[config.mk]
export PLATFORM = sky130hd
export DESIGN_NAME = decimal_text_to_fixed_parser_core
export DESIGN_NICKNAME = d
export VERILOG_FILES = /design/src/dttf_pkg.sv /design/src/dttf_scan.sv /design/src/dttf_div.sv /design/src/decimal_text_to_fixed_parser_core.sv
export SDC_FILE = /design/constraint.sdc
export NUM_CORES = 1
export LEC_CHECK = 0
export ABC_AREA = 1
export BUFFER_PORTS_ARGS = -buffer_cell sky130_fd_sc_hd__buf_2
export CAP_MARGIN = 20
export CORE_UTILIZATION = 55
export CTS_CLUSTER_SIZE = 28
export DETAILED_ROUTE_END_ITERATION = 10
export GPL_TIMING_DRIVEN = 0
export MAX_ROUTING_LAYER = met4
export PLACE_DENSITY = 0.72
export SYNTH_ARGS = -nofsm -noshare
export SYNTH_HDL_FRONTEND = slang
export SYNTH_SLANG_ARGS = --single-unit
[constraint.sdc]
create_clock -name clk -period 5.1 [get_ports clk]
set_clock_uncertainty 0.1 [all_clocks]
set_input_delay 0.765 -clock clk [delete_from_list [all_inputs] [get_ports clk]]
set_output_delay 0.765 -clock clk [all_outputs]
set_load 0.05 [all_outputs]
[src/dttf_pkg.sv]
package dttf_pkg;

	// Number format
	localparam int INT_BITS        = 16;
	localparam int FRAC_BITS       = 16;
	localparam int MAX_FRAC_DIGITS = 9;
	localparam int MAX_LEN         = 255;

	localparam int VALUE_W = INT_BITS + FRAC_BITS + 1;
	localparam int FDIG_W  = 30;
	localparam int FCNT_W  = 4;
	localparam int POS_W   = 8;
	localparam int STEP_W  = $clog2(FRAC_BITS + 1);

	// Character codes
	localparam logic [7:0] CH_ZERO  = 8'h30;
	localparam logic [7:0] CH_NINE  = 8'h39;
	localparam logic [7:0] CH_POINT = 8'h2E;
	localparam logic [7:0] CH_MINUS = 8'h2D;
	localparam logic [7:0] CH_PLUS  = 8'h2B;
	localparam logic [7:0] CH_SPACE = 8'h20;
	localparam logic [7:0] CH_TAB   = 8'h09;
	localparam logic [7:0] CH_CR    = 8'h0D;

	// Parse phases
	typedef enum logic [6:0] {
		PH_SKIP   = 7'b0000001,
		PH_SIGNED = 7'b0000010,
		PH_POINT  = 7'b0000100,
		PH_INT    = 7'b0001000,
		PH_FRAC   = 7'b0010000,
		PH_DONE   = 7'b0100000,
		PH_BAD    = 7'b1000000
	} phase_t;

	// Snapshot of the parser after the current character
	typedef struct packed {
		logic                ok;
		logic                negative;
		logic                saturated;
		logic [INT_BITS-1:0] int_acc;
		logic [FDIG_W-1:0]   frac_digits;
		logic [FCNT_W-1:0]   frac_count;
		logic [POS_W-1:0]    end_pos;
	} scan_res_t;

	// Power of ten for a fraction digit count
	function automatic logic [FDIG_W-1:0] pow10(input logic [FCNT_W-1:0] n);
		logic [FDIG_W-1:0] r;
		case (n)
			4'd0:    r = 30'd1;
			4'd1:    r = 30'd10;
			4'd2:    r = 30'd100;
			4'd3:    r = 30'd1000;
			4'd4:    r = 30'd10000;
			4'd5:    r = 30'd100000;
			4'd6:    r = 30'd1000000;
			4'd7:    r = 30'd10000000;
			4'd8:    r = 30'd100000000;
			default: r = 30'd1000000000;
		endcase
		return r;
	endfunction

endpackage

[src/dttf_scan.sv]
module dttf_scan (
	input  logic                clk,
	input  logic                arst_n,
	input  logic                take,
	input  logic [7:0]          character,
	input  logic                is_last,
	output dttf_pkg::scan_res_t res
);
	import dttf_pkg::*;

	phase_t                phase_q, phase_d;
	logic                  neg_q, neg_d;
	logic                  sat_q, sat_d;
	logic [INT_BITS-1:0]   int_q, int_d;
	logic [FDIG_W-1:0]     fdig_q, fdig_d;
	logic [FCNT_W-1:0]     fcnt_q, fcnt_d;
	logic [POS_W-1:0]      pos_q, pos_after;
	logic [POS_W-1:0]      endp_q, endp_d;

	logic                  dig, spc, sgn, pnt;
	logic [3:0]            dval;
	logic [INT_BITS+3:0]   int_next;
	logic                  int_sat;
	logic [INT_BITS-1:0]   int_add;
	logic [FDIG_W-1:0]     fdig_add;
	logic [FCNT_W-1:0]     fcnt_add;

	// Classify the character
	assign dig  = (character >= CH_ZERO) && (character <= CH_NINE);
	assign spc  = (character == CH_SPACE) || ((character >= CH_TAB) && (character <= CH_CR));
	assign sgn  = (character == CH_PLUS) || (character == CH_MINUS);
	assign pnt  = (character == CH_POINT);
	assign dval = character[3:0];

	assign pos_after = (pos_q < POS_W'(MAX_LEN)) ? pos_q + POS_W'(1) : POS_W'(MAX_LEN);

	// Integer digit: times ten by shift-add, clamp on overflow
	always_comb begin
		int_next = ({4'd0, int_q} << 3) + ({4'd0, int_q} << 1) + (INT_BITS+4)'(dval);
		int_sat  = sat_q || (int_next > (INT_BITS+4)'({INT_BITS{1'b1}}));
		int_add  = int_sat ? {INT_BITS{1'b1}} : int_next[INT_BITS-1:0];
	end

	// Fraction digit: drop digits past the limit
	always_comb begin
		if (fcnt_q < FCNT_W'(MAX_FRAC_DIGITS)) begin
			fdig_add = (fdig_q << 3) + (fdig_q << 1) + FDIG_W'(dval);
			fcnt_add = fcnt_q + FCNT_W'(1);
		end else begin
			fdig_add = fdig_q;
			fcnt_add = fcnt_q;
		end
	end

	// Advance the phase for one character
	always_comb begin
		phase_d = phase_q;
		neg_d   = neg_q;
		sat_d   = sat_q;
		int_d   = int_q;
		fdig_d  = fdig_q;
		fcnt_d  = fcnt_q;
		endp_d  = endp_q;
		case (phase_q)
			PH_SKIP: begin
				if (spc) begin
					phase_d = PH_SKIP;
				end else if (sgn) begin
					neg_d   = (character == CH_MINUS);
					phase_d = PH_SIGNED;
				end else if (dig) begin
					int_d   = int_add;
					sat_d   = int_sat;
					endp_d  = pos_after;
					phase_d = PH_INT;
				end else if (pnt) begin
					phase_d = PH_POINT;
				end else begin
					phase_d = PH_BAD;
				end
			end
			PH_SIGNED: begin
				if (dig) begin
					int_d   = int_add;
					sat_d   = int_sat;
					endp_d  = pos_after;
					phase_d = PH_INT;
				end else if (pnt) begin
					phase_d = PH_POINT;
				end else begin
					phase_d = PH_BAD;
				end
			end
			PH_POINT: begin
				if (dig) begin
					fdig_d  = fdig_add;
					fcnt_d  = fcnt_add;
					endp_d  = pos_after;
					phase_d = PH_FRAC;
				end else begin
					phase_d = PH_BAD;
				end
			end
			PH_INT: begin
				if (dig) begin
					int_d  = int_add;
					sat_d  = int_sat;
					endp_d = pos_after;
				end else if (pnt) begin
					endp_d  = pos_after;
					phase_d = PH_FRAC;
				end else begin
					phase_d = PH_DONE;
				end
			end
			PH_FRAC: begin
				if (dig) begin
					fdig_d = fdig_add;
					fcnt_d = fcnt_add;
					endp_d = pos_after;
				end else begin
					phase_d = PH_DONE;
				end
			end
			default: begin
				phase_d = phase_q;
			end
		endcase
	end

	// Hand the post-character view to the sequencer
	always_comb begin
		res.ok          = (phase_d == PH_INT) || (phase_d == PH_FRAC) || (phase_d == PH_DONE);
		res.negative    = neg_d;
		res.saturated   = sat_d;
		res.int_acc     = int_d;
		res.frac_digits = fdig_d;
		res.frac_count  = fcnt_d;
		res.end_pos     = endp_d;
	end

	// Update on each item, restart after the last one
	always_ff @(posedge clk or negedge arst_n) begin
		if (!arst_n) begin
			phase_q <= PH_SKIP;
			neg_q   <= 1'b0;
			sat_q   <= 1'b0;
			int_q   <= '0;
			fdig_q  <= '0;
			fcnt_q  <= '0;
			pos_q   <= '0;
			endp_q  <= '0;
		end else if (take) begin
			if (is_last) begin
				phase_q <= PH_SKIP;
				neg_q   <= 1'b0;
				sat_q   <= 1'b0;
				int_q   <= '0;
				fdig_q  <= '0;
				fcnt_q  <= '0;
				pos_q   <= '0;
				endp_q  <= '0;
			end else begin
				phase_q <= phase_d;
				neg_q   <= neg_d;
				sat_q   <= sat_d;
				int_q   <= int_d;
				fdig_q  <= fdig_d;
				fcnt_q  <= fcnt_d;
				pos_q   <= pos_after;
				endp_q  <= endp_d;
			end
		end
	end

endmodule

[src/dttf_div.sv]
module dttf_div (
	input  logic                                 clk,
	input  logic                                 arst_n,
	input  logic                                 start,
	input  logic [dttf_pkg::FDIG_W-1:0]          digits,
	input  logic [dttf_pkg::FCNT_W-1:0]          count,
	output logic                                 done,
	output logic [dttf_pkg::FRAC_BITS-1:0]       quotient
);
	import dttf_pkg::*;

	// digits < 10^count, so the remainder starts as digits and
	// FRAC_BITS zero bits are shifted in, one quotient bit per cycle
	logic [FDIG_W-1:0]    rem_q;
	logic [FDIG_W-1:0]    dvs_q;
	logic [FRAC_BITS-1:0] quo_q;
	logic [STEP_W-1:0]    step_q;
	logic                 busy_q;
	logic [FDIG_W:0]      trial;
	logic                 fits;

	assign trial = {rem_q, 1'b0} - {1'b0, dvs_q};
	assign fits  = !trial[FDIG_W];

	always_ff @(posedge clk or negedge arst_n) begin
		if (!arst_n) begin
			busy_q <= 1'b0;
			step_q <= '0;
		end else if (start) begin
			busy_q <= 1'b1;
			step_q <= '0;
		end else if (busy_q) begin
			step_q <= step_q + STEP_W'(1);
			if (step_q == STEP_W'(FRAC_BITS - 1)) begin
				busy_q <= 1'b0;
			end
		end
	end

	// Restoring step on the shared subtractor
	always_ff @(posedge clk) begin
		if (start) begin
			rem_q <= digits;
			dvs_q <= pow10(count);
			quo_q <= '0;
		end else if (busy_q) begin
			rem_q <= fits ? trial[FDIG_W-1:0] : {rem_q[FDIG_W-2:0], 1'b0};
			quo_q <= {quo_q[FRAC_BITS-2:0], fits};
		end
	end

	assign done     = busy_q && (step_q == STEP_W'(FRAC_BITS - 1));
	assign quotient = quo_q;

endmodule

[src/decimal_text_to_fixed_parser_core.sv]
// Parses a decimal string given one character per item into a signed fixed-point
// value with 16 integer and 16 fraction bits. Each character that is not flagged
// last is taken and the block stays ready for the next one. The last character
// starts the fraction scaling, a restoring divide by 10^n that yields one quotient
// bit per cycle on a shared subtractor, so the block holds in_ready low through its
// 16 divide steps and the load of the result register, or only through that load
// when the string is rejected. The load cycle stretches for as long as the
// previous result still waits for out_ready. The result then waits in an output
// register for out_ready while the next string may already be fed in.
module decimal_text_to_fixed_parser_core (
	input  logic                                 clk,
	input  logic                                 arst_n,
	input  logic                                 in_valid,
	output logic                                 in_ready,
	input  logic [7:0]                           character,
	input  logic                                 is_last,
	output logic                                 out_valid,
	input  logic                                 out_ready,
	output logic signed [dttf_pkg::VALUE_W-1:0]  value,
	output logic [dttf_pkg::POS_W-1:0]           consumed,
	output logic                                 valid_res,
	output logic                                 overflow
);
	import dttf_pkg::*;

	typedef enum logic [2:0] {
		ST_IDLE = 3'b001,
		ST_DIV  = 3'b010,
		ST_HOLD = 3'b100
	} seq_t;

	seq_t                  st_q;
	scan_res_t             scan;
	logic                  take;
	logic                  div_start;
	logic                  div_done;
	logic [FRAC_BITS-1:0]  quo;

	logic                  ok_q, neg_q, sat_q;
	logic [INT_BITS-1:0]   int_q;
	logic [POS_W-1:0]      endp_q;

	logic                  oval_q;
	logic [VALUE_W-1:0]    value_q;
	logic [POS_W-1:0]      cons_q;
	logic                  vres_q, ovf_q;
	logic                  load_out;
	logic [VALUE_W-1:0]    mag;

	assign in_ready  = (st_q == ST_IDLE);
	assign take      = in_valid && in_ready;
	assign div_start = take && is_last && scan.ok;
	assign load_out  = (st_q == ST_HOLD) && (!oval_q || out_ready);

	dttf_scan u_scan (
		.clk       (clk),
		.arst_n    (arst_n),
		.take      (take),
		.character (character),
		.is_last   (is_last),
		.res       (scan)
	);

	dttf_div u_div (
		.clk      (clk),
		.arst_n   (arst_n),
		.start    (div_start),
		.digits   (scan.frac_digits),
		.count    (scan.frac_count),
		.done     (div_done),
		.quotient (quo)
	);

	// Sequence: take characters, divide after the last unless rejected, then hand off
	always_ff @(posedge clk or negedge arst_n) begin
		if (!arst_n) begin
			st_q <= ST_IDLE;
		end else begin
			case (st_q)
				ST_IDLE: begin
					if (take && is_last) begin
						st_q <= scan.ok ? ST_DIV : ST_HOLD;
					end
				end
				ST_DIV: begin
					if (div_done) begin
						st_q <= ST_HOLD;
					end
				end
				ST_HOLD: begin
					if (load_out) begin
						st_q <= ST_IDLE;
					end
				end
				default: begin
					st_q <= ST_IDLE;
				end
			endcase
		end
	end

	// Hold the integer part and flags of the finished string
	always_ff @(posedge clk) begin
		if (take && is_last) begin
			ok_q   <= scan.ok;
			neg_q  <= scan.negative;
			sat_q  <= scan.saturated;
			int_q  <= scan.int_acc;
			endp_q <= scan.end_pos;
		end
	end

	// Combine integer and fraction, apply the sign
	assign mag = {1'b0, int_q, quo};

	always_ff @(posedge clk or negedge arst_n) begin
		if (!arst_n) begin
			oval_q <= 1'b0;
		end else if (load_out) begin
			oval_q <= 1'b1;
		end else if (out_ready) begin
			oval_q <= 1'b0;
		end
	end

	always_ff @(posedge clk) begin
		if (load_out) begin
			if (ok_q) begin
				value_q <= neg_q ? (VALUE_W'(0) - mag) : mag;
				cons_q  <= endp_q;
				vres_q  <= 1'b1;
				ovf_q   <= sat_q;
			end else begin
				value_q <= '0;
				cons_q  <= '0;
				vres_q  <= 1'b0;
				ovf_q   <= 1'b0;
			end
		end
	end

	assign out_valid = oval_q;
	assign value     = value_q;
	assign consumed  = cons_q;
	assign valid_res = vres_q;
	assign overflow  = ovf_q;

endmodule

* After elaboration in Yosys (flattened, before gate mapping)
Memory sizes are Yosys's and may differ from the RTL's. A register that Yosys moved wholly into a read port is not among the register bits.
Cells that the tools add are included.
** Storage, ports and cells
- Flip-flop bits (word level) :: 201
- ROM bits :: 480
- Output and inout bits :: 45
- Word-level logic and storage cells :: 141
- Memories :: 1
** Operators by class
- Add/subtract/negate cells :: 9
- $lt $le $gt $ge :: 7
- Eq/ne operators :: 19
- Mux-type cells :: 59
- Reductions and logical operators :: 22
** Memory list
- (name not given) :: depth 16, bits a word 30, rd ports 1, clocked after Yosys merged registers in 1, wr ports 0, line dttf_pkg.sv:50 : case (n)
** Operators with widths (number)
- $mux W30 :: 7
- $mux W16 :: 5
- $mux W8 :: 8
- $mux W7 :: 8
- $pmux W7 S5 :: 1
- $sub A1 B32 Y33 const A :: 1
- $eq A8 B6 Y1 const B :: 4
- $mux W32 :: 1
- $pmux W16 S2 :: 1
- $sub A31 B30 Y31 :: 1
- $add A30 B30 Y30 :: 1
- $add A30 B4 Y30 :: 1
- $pmux W8 S3 :: 1
- $add A19 B17 Y20 :: 1
- $add A20 B4 Y20 :: 1
- $gt A20 B16 Y1 const B :: 1
- $mux W4 :: 4
- $eq A7 B4 Y1 const B :: 2
- $eq A7 B5 Y1 const B :: 2
- $mux W1 :: 14
- $mux W3 :: 4
- $mux W5 :: 2
- $pmux W3 S3 :: 1
- $add A8 B1 Y8 const B :: 1
- other kinds (28) :: 43

* Depth between registers and ports, before layout
Gate-level depths: netlist (run 1).
- Depth in word-level cells :: 12
- Depth in mapped cells :: 18
- Gate-level depth less buffers :: 17

* By module
A second synthesis (run 1) with hierarchy kept.
** Second synthesis, totals
- Cells, all modules :: 2442
- Area, all modules :: 17355.4 um^2
** By module, submodules not included
- dttf_scan :: instances 1, cells each 1177, area each 7708.6 um^2, sequential area each 1878.1 um^2
- dttf_div :: instances 1, cells each 891, area each 6057.1 um^2, sequential area each 2062.0 um^2
- decimal_text_to_fixed_parser_core :: instances 1, cells each 374, area each 3589.7 um^2, sequential area each 2203.4 um^2

* Worst setup path after synthesis (run 1)
Ideal clock, no wire load.
- Kind :: flip-flop to flip-flop
- Start point :: reg st_q[0]
- End point :: reg u_div.rem_q[0], enable pin
- Library setup time :: 387 ps
- Arrival :: 3411 ps
- Required time :: 4613 ps
- Path slack :: 1202 ps
- Cell stages (with the launch flop) :: 9
- Buffers on the path :: 2
- Clock period less this slack :: 3898 ps
- Cells stage by stage :: dfstp_2 > inv_1 > nor3_1 > nand2_1 > buf_2 > nor2_1 > nand3_4 > buf_6 > nand2_1
** Between the ends
- Cells in the longest elaborated chain, start to end :: 5
** Ends and longest elaborated chain
- from (decl) :: line decimal_text_to_fixed_parser_core.sv:32 : seq_t st_q;
- from (signal assigned) :: line decimal_text_to_fixed_parser_core.sv:82 : st_q <= scan.ok ? ST_DIV : ST_HOLD;
- $eq A3 B1 Y1 :: line decimal_text_to_fixed_parser_core.sv:50 : assign in_ready = (st_q == ST_IDLE);
- net in_ready :: line decimal_text_to_fixed_parser_core.sv:14 : output logic in_ready,
- $logic_and A1 B1 Y1 :: line decimal_text_to_fixed_parser_core.sv:51 : assign take = in_valid && in_ready;
- $logic_and A1 B1 Y1 (2 in series) :: line decimal_text_to_fixed_parser_core.sv:52 : assign div_start = take && is_last && scan.ok;
- $reduce_bool A2 Y1 (no line)
- to (signal assigned) :: line dttf_div.sv:43 : rem_q <= digits;
- to (signal assigned) :: line dttf_div.sv:47 : rem_q <= fits ? trial[FDIG_W-1:0] : {rem_q[FDIG_W-2:0], 1'b0};
- to (decl) :: line dttf_div.sv:14 : logic [FDIG_W-1:0] rem_q;
The timed path passes the listed nets, and every way through them passes these cells.
A chain may end at the register's enable or synchronous reset.

==> results of run 1 <==
## worst register-to-register path, delay by kind of cell, from the launching register on
family / cells / cell delay, ns
buffers and inverters: 1 / 0.27
AND/OR/NAND/NOR: 12 / 1.33
flip-flops: 1 / 0.46
adder cells (fa/ha/maj): 2 / 1.01
## logic make-up (layout without fill, tap and decap cells)
group | count (synthesis) | count (layout) | share of synthesized area
xor gates and xnor gates | 42 | 42 | 0.02294
AOI/OAI and AO/OA | 307 | 307 | 0.1026
DFF | 224 | 224 | 0.3645
and+or+nand+nor | 1286 | 1286 | 0.3184
adders and majority gates | 130 | 130 | 0.09872
buffers and inverters | 395 | 499 | 0.09234
muxes | 1 | 1 | 0.0005938
## where the power goes
| part | total (mW) | internal (mW) | switching [mW] |
|---|---|---|---|
| registers | 2.71 | 2.45 | 0.267 |
| logic | 4.47 | 1.38 | 3.09 |
| clock network | 1.88 | 1.13 | 0.748 |
## final timing paths
check                                     to            start  slack (ns)
setup / recovery                    int_q[6]  u_scan.int_q[0]        1.66
hold / removal               u_div.step_q[1]           arst_n        0.13
setup reg to reg                    int_q[6]  u_scan.int_q[0]        1.66
hold reg to reg                  consumed[5]        endp_q[5]        0.41
max in group asynchronous  u_scan.phase_q[0]           arst_n        4.07
min in group clk                 consumed[5]        endp_q[5]        0.41
## layout by cell type (no fill, tap or decap), drive strengths merged, types with 4 or more instances in the layout
cell | netlist | routed
inv | 330 | 330
o21ai | 128 | 128
nand2 | 821 | 821
xnor2 | 20 | 20
o22ai | 16 | 16
and3 | 4 | 4
edfxtp | 123 | 123
dfxtp | 16 | 16
nand4 | 73 | 73
buf | 31 | 91
nor2 | 203 | 203
nor4 | 8 | 8
a22o | 24 | 24
nand3 | 122 | 122
xor2 | 22 | 22
dfrtp | 83 | 83
a21oi | 107 | 107
bufinv | 0 | 5
nand3b | 7 | 7
fa | 5 | 5
ha | 125 | 125
a21o | 4 | 4
nor3 | 45 | 45
o21bai | 14 | 14
clkinv | 2 | 14
o21a | 5 | 5
clkbuf | 32 | 57
## state kept, by name, summed over array words and instances (netlist names), 16 cells and up
signal          count
value              33
u_div.rem_q        30
u_scan.fdig_q      30
u_div.dvs_q        23
int_q              16
u_div.quotient     16
u_scan.int_q       16
## through the flow
step / hold slack, ns / setup WS [ns] / total power [mW]
floorplan: 0.3625 / 1.202 / 5.954
global placement: 0.3888 / 0.9411 / 6.968
detailed placement: 0.3901 / 1.177 / 7.078
CTS: 0.1313 / 1.641 / 8.989
global route: 0.1605 / 1.382 / 9.766
finish: 0.1299 / 1.657 / 9.069
## per-layer routing
layer / up-vias / global-route usage / wire length, µm
met5: - / - / 0
met4: 0 / 0.06645 / 886
met3: 80 / 0.04489 / 3327
met2: 571 / 0.4775 / 20840
met1: 7460 / 0.4563 / 22550
li1: 7971 / - / -
## layout make-up
cell class,count,area (µm²)
inverters,332,1246
clock buffers,25,614.3
repair buffers,60,362.8
fillers,2761,11300
plain buffers,63,311.5
flip-flops and latches,224,6143
well taps,390,488.0
clock inverters,19,242.7
multi-input cells,1766,9164
==> run summary, run 1 <==
Delay of the slowest cell on the worst path: 0.54 ns. Compared with the post-synthesis result, the final layout area differs by 10.18%. By instance count, the cell type seen most on the critical path is sky130_fd_sc_hd__nand2_1.

The routed length per placed instance was 16.53 µm; the width of the die was 177.1 µm. Count of flip-flops with a built-in enable after synthesis: 123. Setup repair after global routing left no endpoint under its margin. Class of the tightest hold or removal check: input pin to async pin. TritonCTS built the clock tree. In this run the cell area of the synthesized design comes to 16860 µm². The run gives 0 as the final antenna-violating net count. The tool flagged a number of max-cap violations equal to 0.

The starting density of the core is 0.5642. The worst setup path is captured at a flop. For the worst-skew pair, the clock arrives at the later sink with an insertion delay of 0.53 ns. The total leakage power was 9.773 nW.

The nature of the critical path startpoint is a flop. Global routing finished with a remaining overflow of 0. The first global-routing pass estimated 77300 µm of wire. The clock passes through at most 3 buffers.

By startpoint and endpoint, the worst setup path is classified as flop to flop. In this run, post-CTS hold repair placed 0 buffers. After clock tree synthesis, the clock-pin slew on the worst setup and hold paths is 0.07 ns. The netlist uses 49 different library cells.

In the post-synthesis netlist, the cell with the most instances is sky130_fd_sc_hd__nand2_1. For the pin with the worst max-slew slack, the measured transition is 0.9018 ns. The mean number of vias per cell came out at 5.586. The overall routing resource usage is 0.3184. The async set-or-reset flop fraction in the synthesized netlist was 0.3795; the buffer count from post-CTS setup fixing was 0. The total clock buffers created by CTS was 24; the utilization of the core after routing was 0.6217.

The H-tree depth was 1; the cell depth of the worst flop-to-flop path was 15. The commonest cells after synthesis are sky130_fd_sc_hd__nand2_1 (816), sky130_fd_sc_hd__inv_1 (325), sky130_fd_sc_hd__nor2_1 (193). The number of DRC violations after detailed-routing iteration 0 is 1545, and the time the final worst path needs with I/O delays and setup is 3.443 ns. The tools report the overall die area as 31350 µm². After the last flow step, the layout net total stands at 2614. The most used flip-flop cell after synthesis is sky130_fd_sc_hd__edfxtp_1.

The number of I/O port buffers was 57; the total half-perimeter wirelength after legalization and detailed placement was 37350 µm. The repair_antennas step left the layout with diodes totalling 0. The critical path crosses 15 cells after its start point. The initial antenna violation count came out at 0. The biggest area contributor in the post-synthesis netlist is sky130_fd_sc_hd__edfxtp_1. The number of pins with negative max-slew slack in the final report is 0, and the maximum operating frequency is 0.2905 GHz. The floorplan core area was 29870 µm²; the accumulated negative setup slack was 0 ns.

The finished cells cover 18570 µm². For the share of the yosys chip area belonging to registers, the log shows 0.3645. The count of endpoints failing setup in the final report was 0.

The required arrival time at the worst endpoint is 5.26 ns, and the worst-case vdd ir drop is 0.0003060 V. During synthesis, Yosys emitted a total of 0 warnings. The count of placed standard cells including taps was 2835; the standard-cell row count was 63. The via count of the first global-routing pass was 14832. The pre-antenna-repair detailed-routing pass consisted of 6 iterations. Entering global routing, the biggest net connects 50 pins.

The clock drives 224 sinks. Largest driver fanout on the critical path: 10. The power density over the cells came out at 488.3 nW/µm². The arrival time at the worst endpoint is 3.61 ns.

After detailed routing, the number of remaining DRC violations is 0. The net count after synthesis came out at 2528. After detailed placement, the total cell area comes to 17720 µm².

The ratio of cells with drive above 1 in the final layout is 0.06268, and the count of cells resized by post-cts repair is 0. Routability-driven placement finished with a final weighted congestion of 1.005. The flip-flop and latch count after synthesis is 224, and the die boundary height is 177.1 µm.

The root buffer cell chosen for the clock tree is sky130_fd_sc_hd__clkbuf_16. The critical-path cell with the highest stage delay was sky130_fd_sc_hd__fa_1. The run gives 0 as the number of hold violations in the final report. The flow ran to the end, and the final reports show no timing, DRC or antenna violations. The run gives 2879 as the number of standard cells in the layout, taps in and fillers out.

The headroom to the max-slew limit came out at 0.3981. The buffers plus inverters on the worst setup path was 1. In this run the mean area of a mapped cell was 7.068 µm². Synthesis produced a netlist whose cell count is 2385. The total I/O pin count is 58. Walking the worst path, the cells encountered are fa_1, fa_1, nand3_1, nand3_1, nand2_1, nand2_1, nand2_1, nand2_1, nand2_1, nand2_1, nor2_2, buf_2, nand4_1, nand2_1, nand2_1. For the via total after detailed routing, the log shows 16082.

The area fraction of the dominant cell type after synthesis came out at 0.2191. Sorting the synthesized cells by area gives the leading types as sky130_fd_sc_hd__edfxtp_1 (22%), sky130_fd_sc_hd__nand2_1 (18%), sky130_fd_sc_hd__dfrtp_1 (12%), sky130_fd_sc_hd__ha_1 (9.3%), sky130_fd_sc_hd__inv_1 (7.2%). After detailed routing, the total wire length is 47600 µm. The ratio of final minimum period to clock period is 0.6750. Broken down by cell family, the worst path's largest delay share belongs to simple AND/OR/NAND/NOR gates.
(Power assumes the default switching activity.)
==> inputs of run 2 (changes only) <==
- PLACE_DENSITY: 0.72 -> 0.75
- clock period: 5.1 -> 2.9 ns (I/O delays scaled with it)
==> run 2 against run 1 <==
- the run now ends with setup timing left
- combinational power grew 87%
- worst hold slack worse by 0.028 ns
- routed wire length rose by 1.1%
- global-route usage decreased by 0.30 points
- sequential share of layout area down 1.5 points
- cell count increased by 1.3%
- die area unchanged
- via count grew 2.0%
- critical path depth unchanged
- fmax increased by 18%
- worst setup slack worse by 1.7 ns
- critical endpoint is now int_q[0]
- first-iteration DRC count down 0.97%
==> run summary, run 2 (same netlist as run 1, synthesis figures left out) <==
The area of all placed cells without fillers was 19480 µm² (+4.9%). For the starting density of the core, the log shows 0.5642 (unchanged). For the total clock buffers created by CTS, the log shows 25 (+4.2%). The tools report the number of maximum-capacitance constraint violations as 0 (unchanged).

The CTS clock-pin slew for the worst setup and hold paths is 0.06 ns (about the same). The post-place instance area is 17720 µm² (about the same). The min-delay analysis places its worst path in the category input pin to flop.

The routed metal-1 wirelength is 21430 µm (-4.9%). Ratio of cells with drive above 1 in the final layout: 0.1290 (+0.06633). The die boundary height is 177.1 µm (unchanged). The tools report the maximum number of pins on one net before global-route repair as 47 (-6.0%). The total I/O pin count was 58 (unchanged); the clock network fraction of total power was 0.196 (-0.012). The number of design rule violations left after detail routing came out at 0 (unchanged). The tools report the design internal power as 8.827 mW (+78%). The final global-route overflow total was 0 (unchanged); the count of clock tree sinks was 224 (unchanged). The clock latency on the worst-skew pair is 0.54 ns (about the same). In the layout the commonest cells are sky130_fd_sc_hd__nand2_1 (771), sky130_fd_sc_hd__inv_1 (319), sky130_fd_sc_hd__nor2_1 (179). The tools report the number of DRC violations after detailed-routing iteration 0 as 1530 (-0.97%). The net total in the final layout came out at 2651 (+1.4%).

STA classifies the critical path startpoint as a flop. The headroom to the max-slew limit is 0.5316 (+0.1335), and the time the final worst path needs with I/O delays and setup is 2.910 ns (-0.5326 ns). For the wire length of the first global-routing pass, the log shows 76910 µm (-0.50%).

The required arrival time at the worst endpoint was 3.09 ns (-2.17 ns). The tools report the portion of total power attributed to sequential cells as 0.293 (-0.006). The ratio of final minimum period to clock period was 1.003 (+0.3284).

The largest driver fanout on the critical path came out at 5 (-5). The tools report the maximum operating frequency as 0.3437 GHz (+18%). The fraction of power spent switching nets was 0.4587 (+0.006242). The via count of the first global-routing pass is 15246 (+2.8%). The initial antenna violation count was 0 (unchanged). The mean number of vias per cell was 5.626 (+0.71%); the arrival time at the worst endpoint was 3.10 ns (-0.51 ns). TritonCTS built the clock tree. Count of endpoints failing setup in the final report: 2 (+2). For the number of hold violations in the final report, the log shows 0 (unchanged). The standard-cell row count is 63 (unchanged). The logs give 16410 (+2.0%) for the via total after detailed routing and 22050 µm (+5.8%) for the length of routed met2 wiring. STA classifies the critical path endpoint as a flop. The width of the die is 177.1 µm (unchanged).

The overall die area was 31350 µm² (unchanged). Final wirelength: 48100 µm (+1.1%). The first-pass iteration count of the detailed router was 6 (unchanged); the maximum root-to-sink buffer count was 3 (unchanged). The flow ran to the end, but the final reports show violations. The overall routing resource usage is 0.3154 (-0.002993). The final reports fail on setup timing. The number of I/O port buffers was 57 (unchanged). The clock tree root driver cell is sky130_fd_sc_hd__clkbuf_16.

Accumulated negative setup slack: -0.01769 ns (-0.01769 ns). The number of flip-flops under the largest register name came out at 33 (unchanged). The number of antenna cells inserted came out at 0 (unchanged). The uppermost layer routed is met4. The run gives 29870 µm² (unchanged) as the floorplan core area.

The final antenna-violating net count was 0 (unchanged); the wire length on met3 was 3138 µm (-5.7%). The routed length per placed instance came out at 16.49 µm (-0.26%). The H-tree depth was 1 (unchanged); the total half-perimeter wirelength after legalization and detailed placement was 36570 µm (-2.1%).

The power density over the cells came out at 837.3 nW/µm² (+71%). Number of pins with negative max-slew slack in the final report: 0 (unchanged). Transition time at the pin with the least slew margin: 0.6962 ns (-0.2056 ns). Commonest non-fill, non-tap cell in the layout: sky130_fd_sc_hd__nand2_1. The total leakage power was 10.01 nW (+2.5%). From synthesis to final layout, the design area changed by 15.55%. Final setup slack of the worst path: -0.009907 ns (-1.667 ns). Setup repair after global routing could not meet its margin everywhere.

Weighted congestion reported at the end of routability-driven placement: 0.9935 (-1.1%). Type of the worst setup path: flop to flop. The portion of total power attributed to combinational logic came out at 0.511 (+0.018).

The tools report the power spent charging and discharging nets as 7.480 mW (+82%). The number of fillers in the final layout came out at 2570 (-6.9%). The run gives 0.0005419 V (+77%) as the worst-case vdd ir drop.
## run 2: power groups by stage
stage | logic (mW) | registers (mW) | clock network, mW
2_1_floorplan | 5.68 | 4.81 | 0
3_3_place_gp | 7.44 | 4.78 | 0
3_5_place_dp | 7.62 | 4.80 | 0
4_1_cts | 7.83 | 4.74 | 3.21
5_1_grt | 9.30 | 4.84 | 3.33
6_report | 8.34 | 4.77 | 3.19
## run 2: area by class of cell
class / count / area (µm²) / area share
multi-input combinational: 1767 / 9774 / 0.5018
timing repair inverter: 3 / 22.52 / 0.001156
tap: 390 / 488.0 / 0.02505
sequential: 224 / 6146 / 0.3155
timing repair buffer: 92 / 625.6 / 0.03212
clock buffer: 30 / 674.4 / 0.03462
inverter: 332 / 1252 / 0.06430
buffer: 63 / 341.6 / 0.01754
clock inverter: 16 / 152.6 / 0.007837
## run 2: worst max-delay path: stages, from the launching register on
cell and delay, ns:
sky130_fd_sc_hd__dfrtp_2 0.44, sky130_fd_sc_hd__fa_1 0.53, sky130_fd_sc_hd__fa_2 0.37, sky130_fd_sc_hd__nand3_2 0.10
sky130_fd_sc_hd__nand3_4 0.09, sky130_fd_sc_hd__nand2_2 0.07, sky130_fd_sc_hd__nand2_2 0.07, sky130_fd_sc_hd__nand2_2 0.06
sky130_fd_sc_hd__nand2_1 0.04, sky130_fd_sc_hd__nand2_1 0.07, sky130_fd_sc_hd__nand2_2 0.06, sky130_fd_sc_hd__nor2_4 0.23
sky130_fd_sc_hd__buf_12 0.15, sky130_fd_sc_hd__nand4_1 0.07, sky130_fd_sc_hd__nand2_1 0.10, sky130_fd_sc_hd__nand2_2 0.09
## run 2: path summary, 6_finish.rpt
kind	startpoint	endpoint	slack (ns)	cells past startpoint
min in group asynchronous	arst_n	u_div.step_q[3]	0.34	2
max in group asynchronous	arst_n	u_scan.phase_q[0]	1.63	3
worst min register to register	endp_q[4]	consumed[4]	0.41	2
worst max register to register	u_scan.int_q[2]	int_q[0]	-0.01	15
worst min-delay path	out_ready	out_valid	0.10	4
worst max-delay path	u_scan.int_q[2]	int_q[0]	-0.01	15
## run 2: what timing repair did
action                                  in CTS  in global routing
gates resized for setup                     48                134
endpoints found under the setup margin     123                138
pin swaps                                   11                 33
gates cloned                                 3                  3
hold endpoints to repair                    38                  0
hold buffers                                 1                  0
buffers inserted                            11                 19
## run 2: metrics by stage
stage	hold slack (ns)	setup WS, ns	cells	power (mW)	utilization
2_1_floorplan	0.03941	0.01452	2385	10.49	-
3_3_place_gp	0.3877	-0.5320	2832	12.21	0.5913
3_5_place_dp	0.3662	-0.5501	2834	12.41	0.5932
4_1_cts	0.08789	0.003388	2895	15.77	0.6306
5_1_grt	0.09930	-0.1420	2917	17.48	0.6520
6_report	0.1021	-0.009907	2917	16.31	0.6520
## run 2: per-layer routing
metal,vias to the layer above,track usage
met4,0,0.1002
met3,114,0.03200
met2,630,0.4904
met1,7613,0.4320
li1,8053,-
met5,-,-
